`config.mk`:
```
export PLATFORM = sky130hd
export DESIGN_NAME = epsilon_greedy_bandit_agent_unit
export DESIGN_NICKNAME = d
export VERILOG_FILES = /design/src/rtl/egb_pkg.sv /design/src/rtl/epsilon_greedy_bandit_agent_unit.sv /design/src/rtl/egb_ctrl.sv /design/src/rtl/egb_dpath.sv
export SDC_FILE = /design/constraint.sdc
export NUM_CORES = 2
export LEC_CHECK = 0
export ABC_AREA = 1
export BUFFER_PORTS_ARGS = -buffer_cell sky130_fd_sc_hd__buf_2
export CORE_ASPECT_RATIO = 0.5
export CORE_MARGIN = 5
export CORE_UTILIZATION = 45
export CTS_BUF_LIST = sky130_fd_sc_hd__clkbuf_4
export CTS_CLUSTER_SIZE = 30
export DETAILED_ROUTE_END_ITERATION = 16
export SLEW_MARGIN = 20
export SYNTH_ARGS = -nofsm -noshare
export SYNTH_HDL_FRONTEND = slang
export SYNTH_SLANG_ARGS = --single-unit
```
`constraint.sdc`:
```
create_clock -name clk_i -period 12.4 [get_ports clk_i]
set_input_delay 1.24 -clock clk_i [delete_from_list [all_inputs] [get_ports clk_i]]
set_output_delay 1.24 -clock clk_i [all_outputs]
set_load 0.02 [all_outputs]
```
`src/rtl/egb_pkg.sv`:
```
`default_nettype none

package egb_pkg;

  localparam int unsigned DefMaxArms   = 16;
  localparam int unsigned DefValueBits = 16;
  localparam int unsigned DefCountBits = 16;

  localparam int unsigned CfgIdxW  = 2;
  localparam int unsigned CfgDataW = 17;

  localparam logic [CfgIdxW-1:0] CfgNumArms   = 2'd0;
  localparam logic [CfgIdxW-1:0] CfgEpsilon   = 2'd1;
  localparam logic [CfgIdxW-1:0] CfgLearnRate = 2'd2;

  localparam logic [4:0]  NumArmsRst   = 5'd10;
  localparam logic [16:0] EpsilonRst   = 17'd6554;
  localparam logic [15:0] LearnRateRst = 16'd6554;

  localparam logic ModeSelect = 1'b0;
  localparam logic ModeUpdate = 1'b1;

  typedef struct packed {
    logic               mode;
    logic [15:0]        random_fraction;
    logic [3:0]         random_arm;
    logic [3:0]         arm;
    logic signed [15:0] reward;
  } in_t;

  typedef struct packed {
    logic [3:0]         chosen_arm;
    logic               explored;
    logic [15:0]        arm_count;
    logic signed [15:0] arm_value;
    logic               error;
  } out_t;

  typedef struct packed {
    logic load;
    logic rd_en;
    logic rd_sweep;
    logic mul;
    logic wr_sel;
    logic wr_upd;
    logic res_err;
  } cmd_t;

  typedef struct packed {
    logic mode;
    logic explore;
    logic err;
    logic sweep_last;
    logic out_free;
  } sts_t;

endpackage

`default_nettype wire

```
`src/rtl/epsilon_greedy_bandit_agent_unit.sv`:
```
`default_nettype none

// Epsilon-greedy bandit agent that handles one transaction at a time and
// returns one result per transaction. A select that explores decodes the
// transaction as it is accepted, then reads the arm table, compares, and
// does the write-back that also loads the output register. An update adds
// a multiply step before its write-back. A select that exploits sweeps the
// arm table one entry per cycle through its single read port, over the
// arms in use, compares each entry as it is read, then writes back. An
// update to an arm not in use skips the table and returns an error. A
// result that is still waiting on the output holds the write-back until
// the output register frees, and the next transaction can be accepted in
// the cycle after the write-back. Values and counts read as zero after
// reset without a clearing pass, and configuration writes take effect on the next clock.
module epsilon_greedy_bandit_agent_unit #(
  parameter int unsigned MaxArms   = egb_pkg::DefMaxArms,
  parameter int unsigned ValueBits = egb_pkg::DefValueBits,
  parameter int unsigned CountBits = egb_pkg::DefCountBits
) (
  input  wire logic                          clk_i,
  input  wire logic                          rst_ni,
  input  wire logic                          cfg_we_i,
  input  wire logic [egb_pkg::CfgIdxW-1:0]   cfg_idx_i,
  input  wire logic [egb_pkg::CfgDataW-1:0]  cfg_data_i,
  input  wire logic                          in_valid_i,
  output logic                               in_ready_o,
  input  wire egb_pkg::in_t                  in_data_i,
  output logic                               out_valid_o,
  input  wire logic                          out_ready_i,
  output egb_pkg::out_t                      out_data_o
);

  egb_pkg::cmd_t cmd;
  egb_pkg::sts_t sts;

  egb_ctrl u_ctrl (
    .clk_i      (clk_i),
    .rst_ni     (rst_ni),
    .in_valid_i (in_valid_i),
    .in_ready_o (in_ready_o),
    .sts_i      (sts),
    .cmd_o      (cmd)
  );

  egb_dpath #(
    .MaxArms   (MaxArms),
    .ValueBits (ValueBits),
    .CountBits (CountBits)
  ) u_dpath (
    .clk_i       (clk_i),
    .rst_ni      (rst_ni),
    .cfg_we_i    (cfg_we_i),
    .cfg_idx_i   (cfg_idx_i),
    .cfg_data_i  (cfg_data_i),
    .in_data_i   (in_data_i),
    .cmd_i       (cmd),
    .sts_o       (sts),
    .out_valid_o (out_valid_o),
    .out_ready_i (out_ready_i),
    .out_data_o  (out_data_o)
  );

endmodule

`default_nettype wire

```
`src/rtl/egb_ctrl.sv`:
```
`default_nettype none

module egb_ctrl (
  input  wire logic          clk_i,
  input  wire logic          rst_ni,
  input  wire logic          in_valid_i,
  output logic               in_ready_o,
  input  wire egb_pkg::sts_t sts_i,
  output egb_pkg::cmd_t      cmd_o
);

  localparam logic [3:0] S_IDLE     = 4'd0;
  localparam logic [3:0] S_DISPATCH = 4'd1;
  localparam logic [3:0] S_SWEEP    = 4'd2;
  localparam logic [3:0] S_WAIT     = 4'd3;
  localparam logic [3:0] S_MUL      = 4'd4;
  localparam logic [3:0] S_SEL_WB   = 4'd5;
  localparam logic [3:0] S_UPD_WB   = 4'd6;
  localparam logic [3:0] S_ERR_OUT  = 4'd7;

  logic [3:0] state_q, state_d;

  assign in_ready_o = (state_q == S_IDLE);

  always_comb begin
    state_d = state_q;
    cmd_o   = '0;
    unique case (state_q)
      S_IDLE: begin
        if (in_valid_i) begin
          cmd_o.load = 1'b1;
          state_d    = S_DISPATCH;
        end
      end
      S_DISPATCH: begin
        if (sts_i.mode == egb_pkg::ModeUpdate && sts_i.err) begin
          state_d = S_ERR_OUT;
        end else if (sts_i.mode == egb_pkg::ModeSelect && !sts_i.explore) begin
          cmd_o.rd_en    = 1'b1;
          cmd_o.rd_sweep = 1'b1;
          state_d        = sts_i.sweep_last ? S_WAIT : S_SWEEP;
        end else begin
          cmd_o.rd_en = 1'b1;
          state_d     = S_WAIT;
        end
      end
      S_SWEEP: begin
        cmd_o.rd_en    = 1'b1;
        cmd_o.rd_sweep = 1'b1;
        if (sts_i.sweep_last) begin
          state_d = S_WAIT;
        end
      end
      S_WAIT: begin
        state_d = (sts_i.mode == egb_pkg::ModeUpdate) ? S_MUL : S_SEL_WB;
      end
      S_MUL: begin
        cmd_o.mul = 1'b1;
        state_d   = S_UPD_WB;
      end
      S_SEL_WB: begin
        if (sts_i.out_free) begin
          cmd_o.wr_sel = 1'b1;
          state_d      = S_IDLE;
        end
      end
      S_UPD_WB: begin
        if (sts_i.out_free) begin
          cmd_o.wr_upd = 1'b1;
          state_d      = S_IDLE;
        end
      end
      S_ERR_OUT: begin
        if (sts_i.out_free) begin
          cmd_o.res_err = 1'b1;
          state_d       = S_IDLE;
        end
      end
      default: begin
        state_d = S_IDLE;
      end
    endcase
  end

  always_ff @(posedge clk_i or negedge rst_ni) begin
    if (!rst_ni) begin
      state_q <= S_IDLE;
    end else begin
      state_q <= state_d;
    end
  end

endmodule

`default_nettype wire

```
`src/rtl/egb_dpath.sv`:
```
`default_nettype none

module egb_dpath #(
  parameter int unsigned MaxArms   = egb_pkg::DefMaxArms,
  parameter int unsigned ValueBits = egb_pkg::DefValueBits,
  parameter int unsigned CountBits = egb_pkg::DefCountBits
) (
  input  wire logic                          clk_i,
  input  wire logic                          rst_ni,
  input  wire logic                          cfg_we_i,
  input  wire logic [egb_pkg::CfgIdxW-1:0]   cfg_idx_i,
  input  wire logic [egb_pkg::CfgDataW-1:0]  cfg_data_i,
  input  wire egb_pkg::in_t                  in_data_i,
  input  wire egb_pkg::cmd_t                 cmd_i,
  output egb_pkg::sts_t                      sts_o,
  output logic                               out_valid_o,
  input  wire logic                          out_ready_i,
  output egb_pkg::out_t                      out_data_o
);

  localparam int unsigned IdxW  = $clog2(MaxArms);
  localparam int unsigned NaW   = ($clog2(MaxArms + 1) > 5) ? $clog2(MaxArms + 1) : 5;
  localparam int unsigned CmpW  = (IdxW > 4) ? IdxW : 4;
  localparam int unsigned DiffW = ((ValueBits > 16) ? ValueBits : 16) + 1;
  localparam int unsigned ProdW = DiffW + 17;
  localparam int unsigned StepW = ProdW - 16;
  localparam int unsigned SumW  = StepW + 1;
  localparam int unsigned EntW  = CountBits + ValueBits;

  logic [4:0]  num_arms_q;
  logic [16:0] eps_q;
  logic [15:0] lr_q;

  always_ff @(posedge clk_i or negedge rst_ni) begin
    if (!rst_ni) begin
      num_arms_q <= egb_pkg::NumArmsRst;
      eps_q      <= egb_pkg::EpsilonRst;
      lr_q       <= egb_pkg::LearnRateRst;
    end else if (cfg_we_i) begin
      unique case (cfg_idx_i)
        egb_pkg::CfgNumArms:   num_arms_q <= cfg_data_i[4:0];
        egb_pkg::CfgEpsilon:   eps_q      <= cfg_data_i[16:0];
        egb_pkg::CfgLearnRate: lr_q       <= cfg_data_i[15:0];
        default: ;
      endcase
    end
  end

  logic [NaW-1:0]  na_ext;
  logic [IdxW-1:0] last_idx;

  assign na_ext = NaW'(num_arms_q);

  always_comb begin
    if (num_arms_q == '0) begin
      last_idx = '0;
    end else if (na_ext > NaW'(MaxArms)) begin
      last_idx = IdxW'(MaxArms - 1);
    end else begin
      last_idx = IdxW'(na_ext - NaW'(1));
    end
  end

  logic            explore_d, err_d;
  logic [IdxW-1:0] clamp_arm, target_d;

  assign explore_d = ({1'b0, in_data_i.random_fraction} < eps_q);
  assign clamp_arm = (CmpW'(in_data_i.random_arm) > CmpW'(last_idx)) ?
                     last_idx : IdxW'(in_data_i.random_arm);
  assign err_d     = (in_data_i.mode == egb_pkg::ModeUpdate) &&
                     (CmpW'(in_data_i.arm) > CmpW'(last_idx));
  assign target_d  = (in_data_i.mode == egb_pkg::ModeSelect) ? clamp_arm
                                                             : IdxW'(in_data_i.arm);

  logic               mode_q, explore_q, err_q;
  logic [IdxW-1:0]    target_q;
  logic [3:0]         arm_q;
  logic signed [15:0] reward_q;

  always_ff @(posedge clk_i) begin
    if (cmd_i.load) begin
      mode_q    <= in_data_i.mode;
      explore_q <= explore_d;
      err_q     <= err_d;
      target_q  <= target_d;
      arm_q     <= in_data_i.arm;
      reward_q  <= in_data_i.reward;
    end
  end

  logic [IdxW-1:0] sweep_cnt_q;

  always_ff @(posedge clk_i or negedge rst_ni) begin
    if (!rst_ni) begin
      sweep_cnt_q <= '0;
    end else if (cmd_i.load) begin
      sweep_cnt_q <= '0;
    end else if (cmd_i.rd_en && cmd_i.rd_sweep) begin
      sweep_cnt_q <= sweep_cnt_q + IdxW'(1);
    end
  end

  logic [EntW-1:0]    mem [MaxArms];
  logic [MaxArms-1:0] vld_q;
  logic [IdxW-1:0]    rd_addr, cand_idx_q, rd_idx_q;
  logic [EntW-1:0]    rd_ent_q, wr_ent;
  logic               rd_vld_q, cmp_q, first_q, mem_we;

  assign rd_addr = cmd_i.rd_sweep ? sweep_cnt_q : target_q;
  assign mem_we  = cmd_i.wr_sel || cmd_i.wr_upd;

  always_ff @(posedge clk_i) begin
    if (cmd_i.rd_en) begin
      rd_ent_q <= mem[rd_addr];
      rd_vld_q <= vld_q[rd_addr];
      rd_idx_q <= rd_addr;
    end
    if (mem_we) begin
      mem[cand_idx_q] <= wr_ent;
    end
  end

  always_ff @(posedge clk_i or negedge rst_ni) begin
    if (!rst_ni) begin
      vld_q   <= '0;
      cmp_q   <= 1'b0;
      first_q <= 1'b0;
    end else begin
      cmp_q   <= cmd_i.rd_en;
      first_q <= cmd_i.rd_en && (!cmd_i.rd_sweep || sweep_cnt_q == '0);
      if (mem_we) begin
        vld_q[cand_idx_q] <= 1'b1;
      end
    end
  end

  logic signed [ValueBits-1:0] rd_val, cand_val_q;
  logic [CountBits-1:0]        rd_cnt, cand_cnt_q;

  assign rd_val = rd_vld_q ? signed'(rd_ent_q[ValueBits-1:0]) : '0;
  assign rd_cnt = rd_vld_q ? rd_ent_q[EntW-1:ValueBits] : '0;

  always_ff @(posedge clk_i) begin
    if (cmp_q && (first_q || rd_val > cand_val_q)) begin
      cand_idx_q <= rd_idx_q;
      cand_val_q <= rd_val;
      cand_cnt_q <= rd_cnt;
    end
  end

  logic signed [DiffW-1:0] diff;
  logic signed [16:0]      lr_s;
  logic signed [ProdW-1:0] prod_d, prod_q;

  assign diff   = DiffW'(reward_q) - DiffW'(cand_val_q);
  assign lr_s   = signed'({1'b0, lr_q});
  assign prod_d = ProdW'(diff) * ProdW'(lr_s);

  always_ff @(posedge clk_i) begin
    if (cmd_i.mul) begin
      prod_q <= prod_d;
    end
  end

  logic signed [StepW-1:0]     step;
  logic signed [SumW-1:0]      sum;
  logic [SumW-ValueBits:0]     sum_hi;
  logic signed [ValueBits-1:0] new_val;
  logic [CountBits-1:0]        cnt_inc;

  assign step   = signed'(prod_q[ProdW-1:16]);
  assign sum    = SumW'(cand_val_q) + SumW'(step);
  assign sum_hi = sum[SumW-1:ValueBits-1];

  always_comb begin
    if (sum_hi == '0 || sum_hi == '1) begin
      new_val = sum[ValueBits-1:0];
    end else if (sum[SumW-1]) begin
      new_val = {1'b1, {(ValueBits-1){1'b0}}};
    end else begin
      new_val = {1'b0, {(ValueBits-1){1'b1}}};
    end
  end

  assign cnt_inc = (&cand_cnt_q) ? cand_cnt_q : cand_cnt_q + CountBits'(1);
  assign wr_ent  = cmd_i.wr_sel ? {cnt_inc, cand_val_q} : {cand_cnt_q, new_val};

  egb_pkg::out_t out_d, out_q;
  logic          out_valid_q, res_load;

  assign res_load = cmd_i.wr_sel || cmd_i.wr_upd || cmd_i.res_err;

  always_comb begin
    out_d = '0;
    if (cmd_i.wr_sel) begin
      out_d.chosen_arm = 4'(cand_idx_q);
      out_d.explored   = explore_q;
      out_d.arm_count  = 16'(cnt_inc);
      out_d.arm_value  = 16'(cand_val_q);
    end else if (cmd_i.wr_upd) begin
      out_d.chosen_arm = arm_q;
      out_d.arm_count  = 16'(cand_cnt_q);
      out_d.arm_value  = 16'(new_val);
    end else begin
      out_d.chosen_arm = arm_q;
      out_d.error      = 1'b1;
    end
  end

  always_ff @(posedge clk_i) begin
    if (res_load) begin
      out_q <= out_d;
    end
  end

  always_ff @(posedge clk_i or negedge rst_ni) begin
    if (!rst_ni) begin
      out_valid_q <= 1'b0;
    end else begin
      out_valid_q <= (out_valid_q && !out_ready_i) || res_load;
    end
  end

  assign out_valid_o = out_valid_q;
  assign out_data_o  = out_q;

  assign sts_o.mode       = mode_q;
  assign sts_o.explore    = explore_q;
  assign sts_o.err        = err_q;
  assign sts_o.sweep_last = (sweep_cnt_q == last_idx);
  assign sts_o.out_free   = !out_valid_q || out_ready_i;

endmodule

`default_nettype wire
```
Yosys cells after proc, flatten, opt, wreduce, memory -nomap -nowiden
Memory sizes are Yosys's and may differ from the RTL's. A register that Yosys moved wholly into a read port is not among the register bits.
Index checks and enable logic that the tools add are counted.
{ "word_totals": {"reg_bits": 205, "ram_bits": 512, "inputBits": 65, "output_inout_bits": 40, "elab_cells": 128, "memories": 1} }
{ "memory_table": {"columns": ["memory", "depth", "word_bits", "read_ports", "rd_clocked_by_memory_dff", "wr", "line_no", "rtl"], "rows": [
  ["u_dpath.mem", 16, 32, 1, 1, 1, "egb_dpath.sv:103", "logic [EntW-1:0] mem [MaxArms];"]
]} }
{ "op_classes": {"addsub": 5, "mul": 1, "order_cmp": 8, "n_eq_ne": 14, "muxes": 40, "bitwise": 2, "n_reduce_logical": 31} }
{ "ops": {"columns": ["operator", "n"], "rows": [
  ["two-way mux 32 bit", 3],
  ["two-way mux 16 bit", 4],
  ["two-way mux 4 bit", 13],
  ["multiplier 17 x 17 -> 34 bit", 1],
  ["one-hot mux 4 bit (6 select lines)", 1],
  ["adder 16 x 18 -> 19 bit", 1],
  ["less-than comparator 16 x 17 -> 1 bit", 1],
  ["subtractor 16 x 16 -> 17 bit", 1],
  ["adder 16 x 1 -> 16 bit (second input constant)", 1],
  ["equality test 4 x 3 -> 1 bit (second input constant)", 4],
  ["greater-than comparator 16 bit", 1],
  ["OR 16 bit", 1],
  ["AND reduction 16 bit", 1],
  ["two-way mux 1 bit", 15],
  ["zero test 4 bit", 3],
  ["less-than comparator 4 x 5 -> 1 bit (second input constant)", 2],
  ["equality test 4 x 2 -> 1 bit (second input constant)", 2],
  ["greater-than comparator 4 bit", 2],
  ["logical AND 1 bit", 8],
  ["logical OR 1 bit", 7],
  ["AND reduction 2 bit", 3],
  ["greater-than comparator 5 bit (second input constant)", 1],
  ["zero test 5 bit", 1],
  ["adder 4 x 1 -> 4 bit (second input constant)", 1],
  ["19 further kinds", 23]
]} }

Depth between registers and ports, before layout
{ "logic_depth": {"word_depth": 8, "ltp_mapped": 35, "ltp_nobuf": 35} }

Cells and area by module
Synthesis repeated with hierarchy kept, for this count alone.
{ "unflattened": {"cells_unflattened": 4186, "hier_area_um2": 42868.6} }
{ "modules_own_cells": {"columns": ["mod", "n_inst", "cells_each", "area_each_um2", "seq_area_each_um2"], "rows": [
  ["egb_dpath", 1, 4137, 42562.1, 21605.7],
  ["egb_ctrl", 1, 49, 306.5, 75.1]
]} }

Worst setup path before layout
Ideal clock, no wire load.
{ "synth_timing": {"kind": "register to register", "start": "register u_dpath.cand_val_q[0]", "end": "register u_dpath.prod_q[29], data pin", "setup_ns": 0.252, "arrival_ns": 6.961, "required_ns": 12.148, "setup_slack_ns": 5.187, "path_stages_with_launch": 30, "n_path_buf": 2, "period_less_slack_ns": 7.213, "cell_sequence": "edfxtp_1 -> ha_1 -> fa_1 -> o21ai_0 -> a21oi_1 -> o21ai_2 -> nand3_1 -> nand2_1 -> nand2_1 -> nand2_1 -> clkbuf_1 -> nor2_1 -> fa_1 -> fa_1 -> clkbuf_1 -> inv_1 -> fa_1 -> fa_1 -> fa_1 -> fa_1 -> inv_1 -> ha_1 -> nand2_1 -> nor2_1 -> inv_1 -> nor2_1 -> a221oi_1 -> nand2_1 -> nand2_1 -> nand2_1"} }
{ "synth_via": {"elab_chain_cells": 2} }
{ "synth_rtl": {"columns": ["item", "line_no", "rtl"], "rows": [
  ["start: declaration", "egb_dpath.sv:137", "logic signed [ValueBits-1:0] rd_val, cand_val_q;"],
  ["start signal: assignment", "egb_dpath.sv:146", "cand_val_q <= rd_val;"],
  ["subtractor 16 x 16 -> 17 bit", "egb_dpath.sv:155", "assign diff = DiffW'(reward_q) - DiffW'(cand_val_q);"],
  ["multiplier 17 x 17 -> 34 bit", "egb_dpath.sv:157", "assign prod_d = ProdW'(diff) * ProdW'(lr_s);"],
  ["net u_dpath.prod_d[29]", "egb_dpath.sv:153", "logic signed [ProdW-1:0] prod_d, prod_q;"],
  ["end signal: assignment", "egb_dpath.sv:161", "prod_q <= prod_d;"],
  ["end: declaration", "egb_dpath.sv:153", null]
]} }
The timed path passes the listed nets, and every way through them passes these cells.
A chain may end at the register's enable or synchronous reset.

Worst setup path after layout
{ "layout_timing": {"start": "register u_dpath.cand_val_q[0]", "end": "register u_dpath.prod_q[30], data pin"} }
The elaborated chain is that of the path after synthesis.

==> results by group <==
Run status
  • Outcome: finished clean

Finish
  • Fin util: 49.7%
  • Synth-to-layout area growth: 9.60%
  • Layout Nets: roughly 4900
  • Post-Layout Inst Area: 0.0473 mm^2
  • Layout cells sized above 1: 11.5%
  • Fillers: around 8700

Synth
  • Synth unique cells: 55
  • Commonest cells post-synth: 782 x inv_1, 692 x nand2_1, 668 x edfxtp_1
  • Top-area cell type share of the netlist area: 46.4%
  • Synthesized area: 0.0432 mm^2
  • Post-synth top area cell: edfxtp_1
  • Cell count after synthesis: between 4000 and 5000
  • Ys flop type: edfxtp_1
  • Post-synth EDFFs: 668
  • Post-Syn Area per Cell: around 10 um^2
  • Most common cell in the netlist: inv_1
  • Seq/Total Area, Yosys: 50.2%
  • Ranking of synthesized cells by area: edfxtp_1 46%, fa_1 13%, inv_1 6.8%, nand2_1 6.0%, ha_1 4.8%
  • YS warnings: 0
  • Synth async-reset ratio: 8.74%
  • Synth Net Count: approximately 4700
  • Synth Register Bits: 732

Floorplan
  • Total Die Area: 0.103 mm^2
  • Rows: 80
  • Io pins: 105
  • Starting Density: 45.3%
  • Core ar.: 0.0953 mm^2
  • Die span in y: 229 um
  • Die width: approximately 450 um

Critical path
  • CP Data Arrival Time: 8980 ps
  • Required time worst endpoint: 13190 ps
  • Most used cell, CP: fa_1
  • Crit Path Max Fanout: 9
  • Crit path kind: reg2reg
  • Worst Setup End Kind: flip-flop
  • Worst-path cell with the longest stage delay: xor2_1
  • Worst setup SP type: flip-flop
  • CP peak stage delay: 720 ps

Global routing
  • Number of global-route vias before repair: 31000
  • Largest net degree at the start of global routing: 133
  • Global-route wire length before repair: 185 mm
  • Grt ovf: 0
  • Initial antenna violation count: 2
  • Gr usage total: between 20% and 30%

STA
  • Final setup fails: 0
  • Slew Limit Fails: 0
  • Post-layout minimum cycle time: 8190 ps
  • RSZ-0062 raised after global routing: no
  • Relative slew margins: 27.5%
  • Final Hold Fails: 0
  • Setup slack after layout: 4210 ps
  • Fmax: 122 MHz
  • Worst Tran Pin Value: 1090 ps
  • Setup TNS: 0 ps
  • Period utilisation layout: 66.1%
  • Worst Skew: 98.1 ps

Drt
  • DR DRC count: 0
  • Post-Route WL: 121 mm
  • First-pass DRT Iterations: 6
  • Vias after detailed routing: 31000
  • Antenna-violating nets left: 0
  • DR WL/cell: 20.9 um
  • Iter 0 DRT Violations: 2894
  • Via density: 5.36

Clock tree
  • CTS clk-pin slew, worst paths: 70 ps
  • Worst-case clock buffer depth: 3
  • Clk Latency, worst-skew pair: 1090 ps
  • Cts hold-fix bufs: 0
  • Post-CTS resize count: 0
  • CTS tree: built
  • Post-CTS Repair Setup Buffers: 0
  • Inserted Clock Buffers: 174
  • H-tree Lvls: 4
  • Clock root buffer: clkbuf_4
  • Clk sinks: 732

Hold path
  • Hold WC Path Type: in2async

Run
  • # Max-Cap Violations: 0

Placed design
  • PortBufs: 104
  • Area after DPL: 0.0451 mm^2
  • Final RePlAce weighted congestion: 0.927
  • Post-detail-place hpwl: 78.5 mm
  • Pre-CTS WS: between 4000 and 5000 ps
-- metal layers --
layer,global-route usage [%],share of wire (%),up-vias
li1,-,-,14300
met1,32.4,43,15300
met2,38.6,47,1154
met5,0,0,-
met4,7.82,2.8,0
met3,4.20,7.2,212
-- logic make-up after synthesis --
| group | after synthesis | share of synthesized area (%) |
|---|---|---|
| xor gates and xnor gates | 56 | 1.15 |
| buffers and inverters | 954 | 8.92 |
| adders and majority gates | 437 | 17.4 |
| muxes | 1 | 0.0261 |
| DFF | 732 | 50.2 |
| and+or+nand+nor | 1301 | 12.3 |
| AOI/OAI and AO/OA | 715 | 9.99 |
-- flip-flops by register name (all words and copies together) (netlist names) --
| register | count |
|---|---|
| u_ctrl.state_q | 3 |
| u_dpath.arm_q | 4 |
| u_dpath.cand_cnt_q | 16 |
| u_dpath.cand_idx_q | 4 |
| u_dpath.cand_val_q | 16 |
| u_dpath.cmp_q | 1 |
| u_dpath.eps_q | 17 |
| u_dpath.err_q | 1 |
| u_dpath.explore_q | 1 |
| u_dpath.first_q | 1 |
| u_dpath.lr_q | 16 |
| u_dpath.mem | 512 |
| u_dpath.mode_q | 1 |
| u_dpath.na_ext | 5 |
| u_dpath.out_data_o | 38 |
| u_dpath.out_valid_o | 1 |
| u_dpath.prod_q | 18 |
| u_dpath.rd_ent_q | 32 |
| u_dpath.rd_idx_q | 4 |
| u_dpath.rd_vld_q | 1 |
| u_dpath.reward_q | 16 |
| u_dpath.sweep_cnt_q | 4 |
| u_dpath.target_q | 4 |
| u_dpath.vld_q | 16 |
-- critical path, delay by kind of cell, from the launching register on --
kind,cells,cell delay (ps)
AOI/OAI and AO/OA,7,1640
xor gates and xnor gates,1,720
adders and majority gates,9,3950
buffers and inverters,3,490
DFF,1,450
and+or+nand+nor,6,710
-- cells in the final DEF, fill, tap and decap left out, drive strengths merged, types with 165 or more instances in the layout --
cell type / n
nand2: 697
edfxtp: 668
buf: 165
fa: 273
o21ai: 377
nor2: 341
inv: 792
clkbuf: 243
o211ai: 206
nand3: 199
-- cell type report --
type / count / area (um^2) / share of cell area [%]
Timing Repair Buffer: 165 / 991 / 2.09
Sequential cell: 732 / 21700 / 45.8
Clock inverter: 55 / 392 / 0.827
Clock buffer: 243 / 1820 / 3.85
Inverter: 796 / 2990 / 6.32
Multi-Input combinational cell: 2510 / 17900 / 37.7
Tap cell: 1271 / 1590 / 3.36
Antenna cell: 6 / 15.0 / 0.0317
-- metrics by stage --
step,std cells,hold WS (ps)
global route,5778,301
floorplan,4196,400
global placement,5474,402
finish,5778,356
CTS,5772,275
detailed placement,5474,406
-- path summary, 6_finish.rpt --
check | end | depth (start not counted) | slack (ps) | startpoint
setup reg to reg | u_dpath.prod_q[30] | 26 | 4210 | u_dpath.cand_val_q[0]
max in group asynchronous | u_dpath.lr_q[15] | 2 | 11380 | rst_ni
min in group clk_i | u_dpath.reward_q[15] | 1 | 410 | in_data_i[15]
hold / removal | u_dpath.vld_q[13] | 2 | 360 | rst_ni
setup / recovery | u_dpath.prod_q[30] | 26 | 4210 | u_dpath.cand_val_q[0]
hold reg to reg | u_dpath.cand_idx_q[1] | 0 | 430 | u_dpath.rd_idx_q[1]
Power is left out: the tool's default activity adds up to more than one toggle a clock period on the data nets, which glitch-free logic cannot reach.
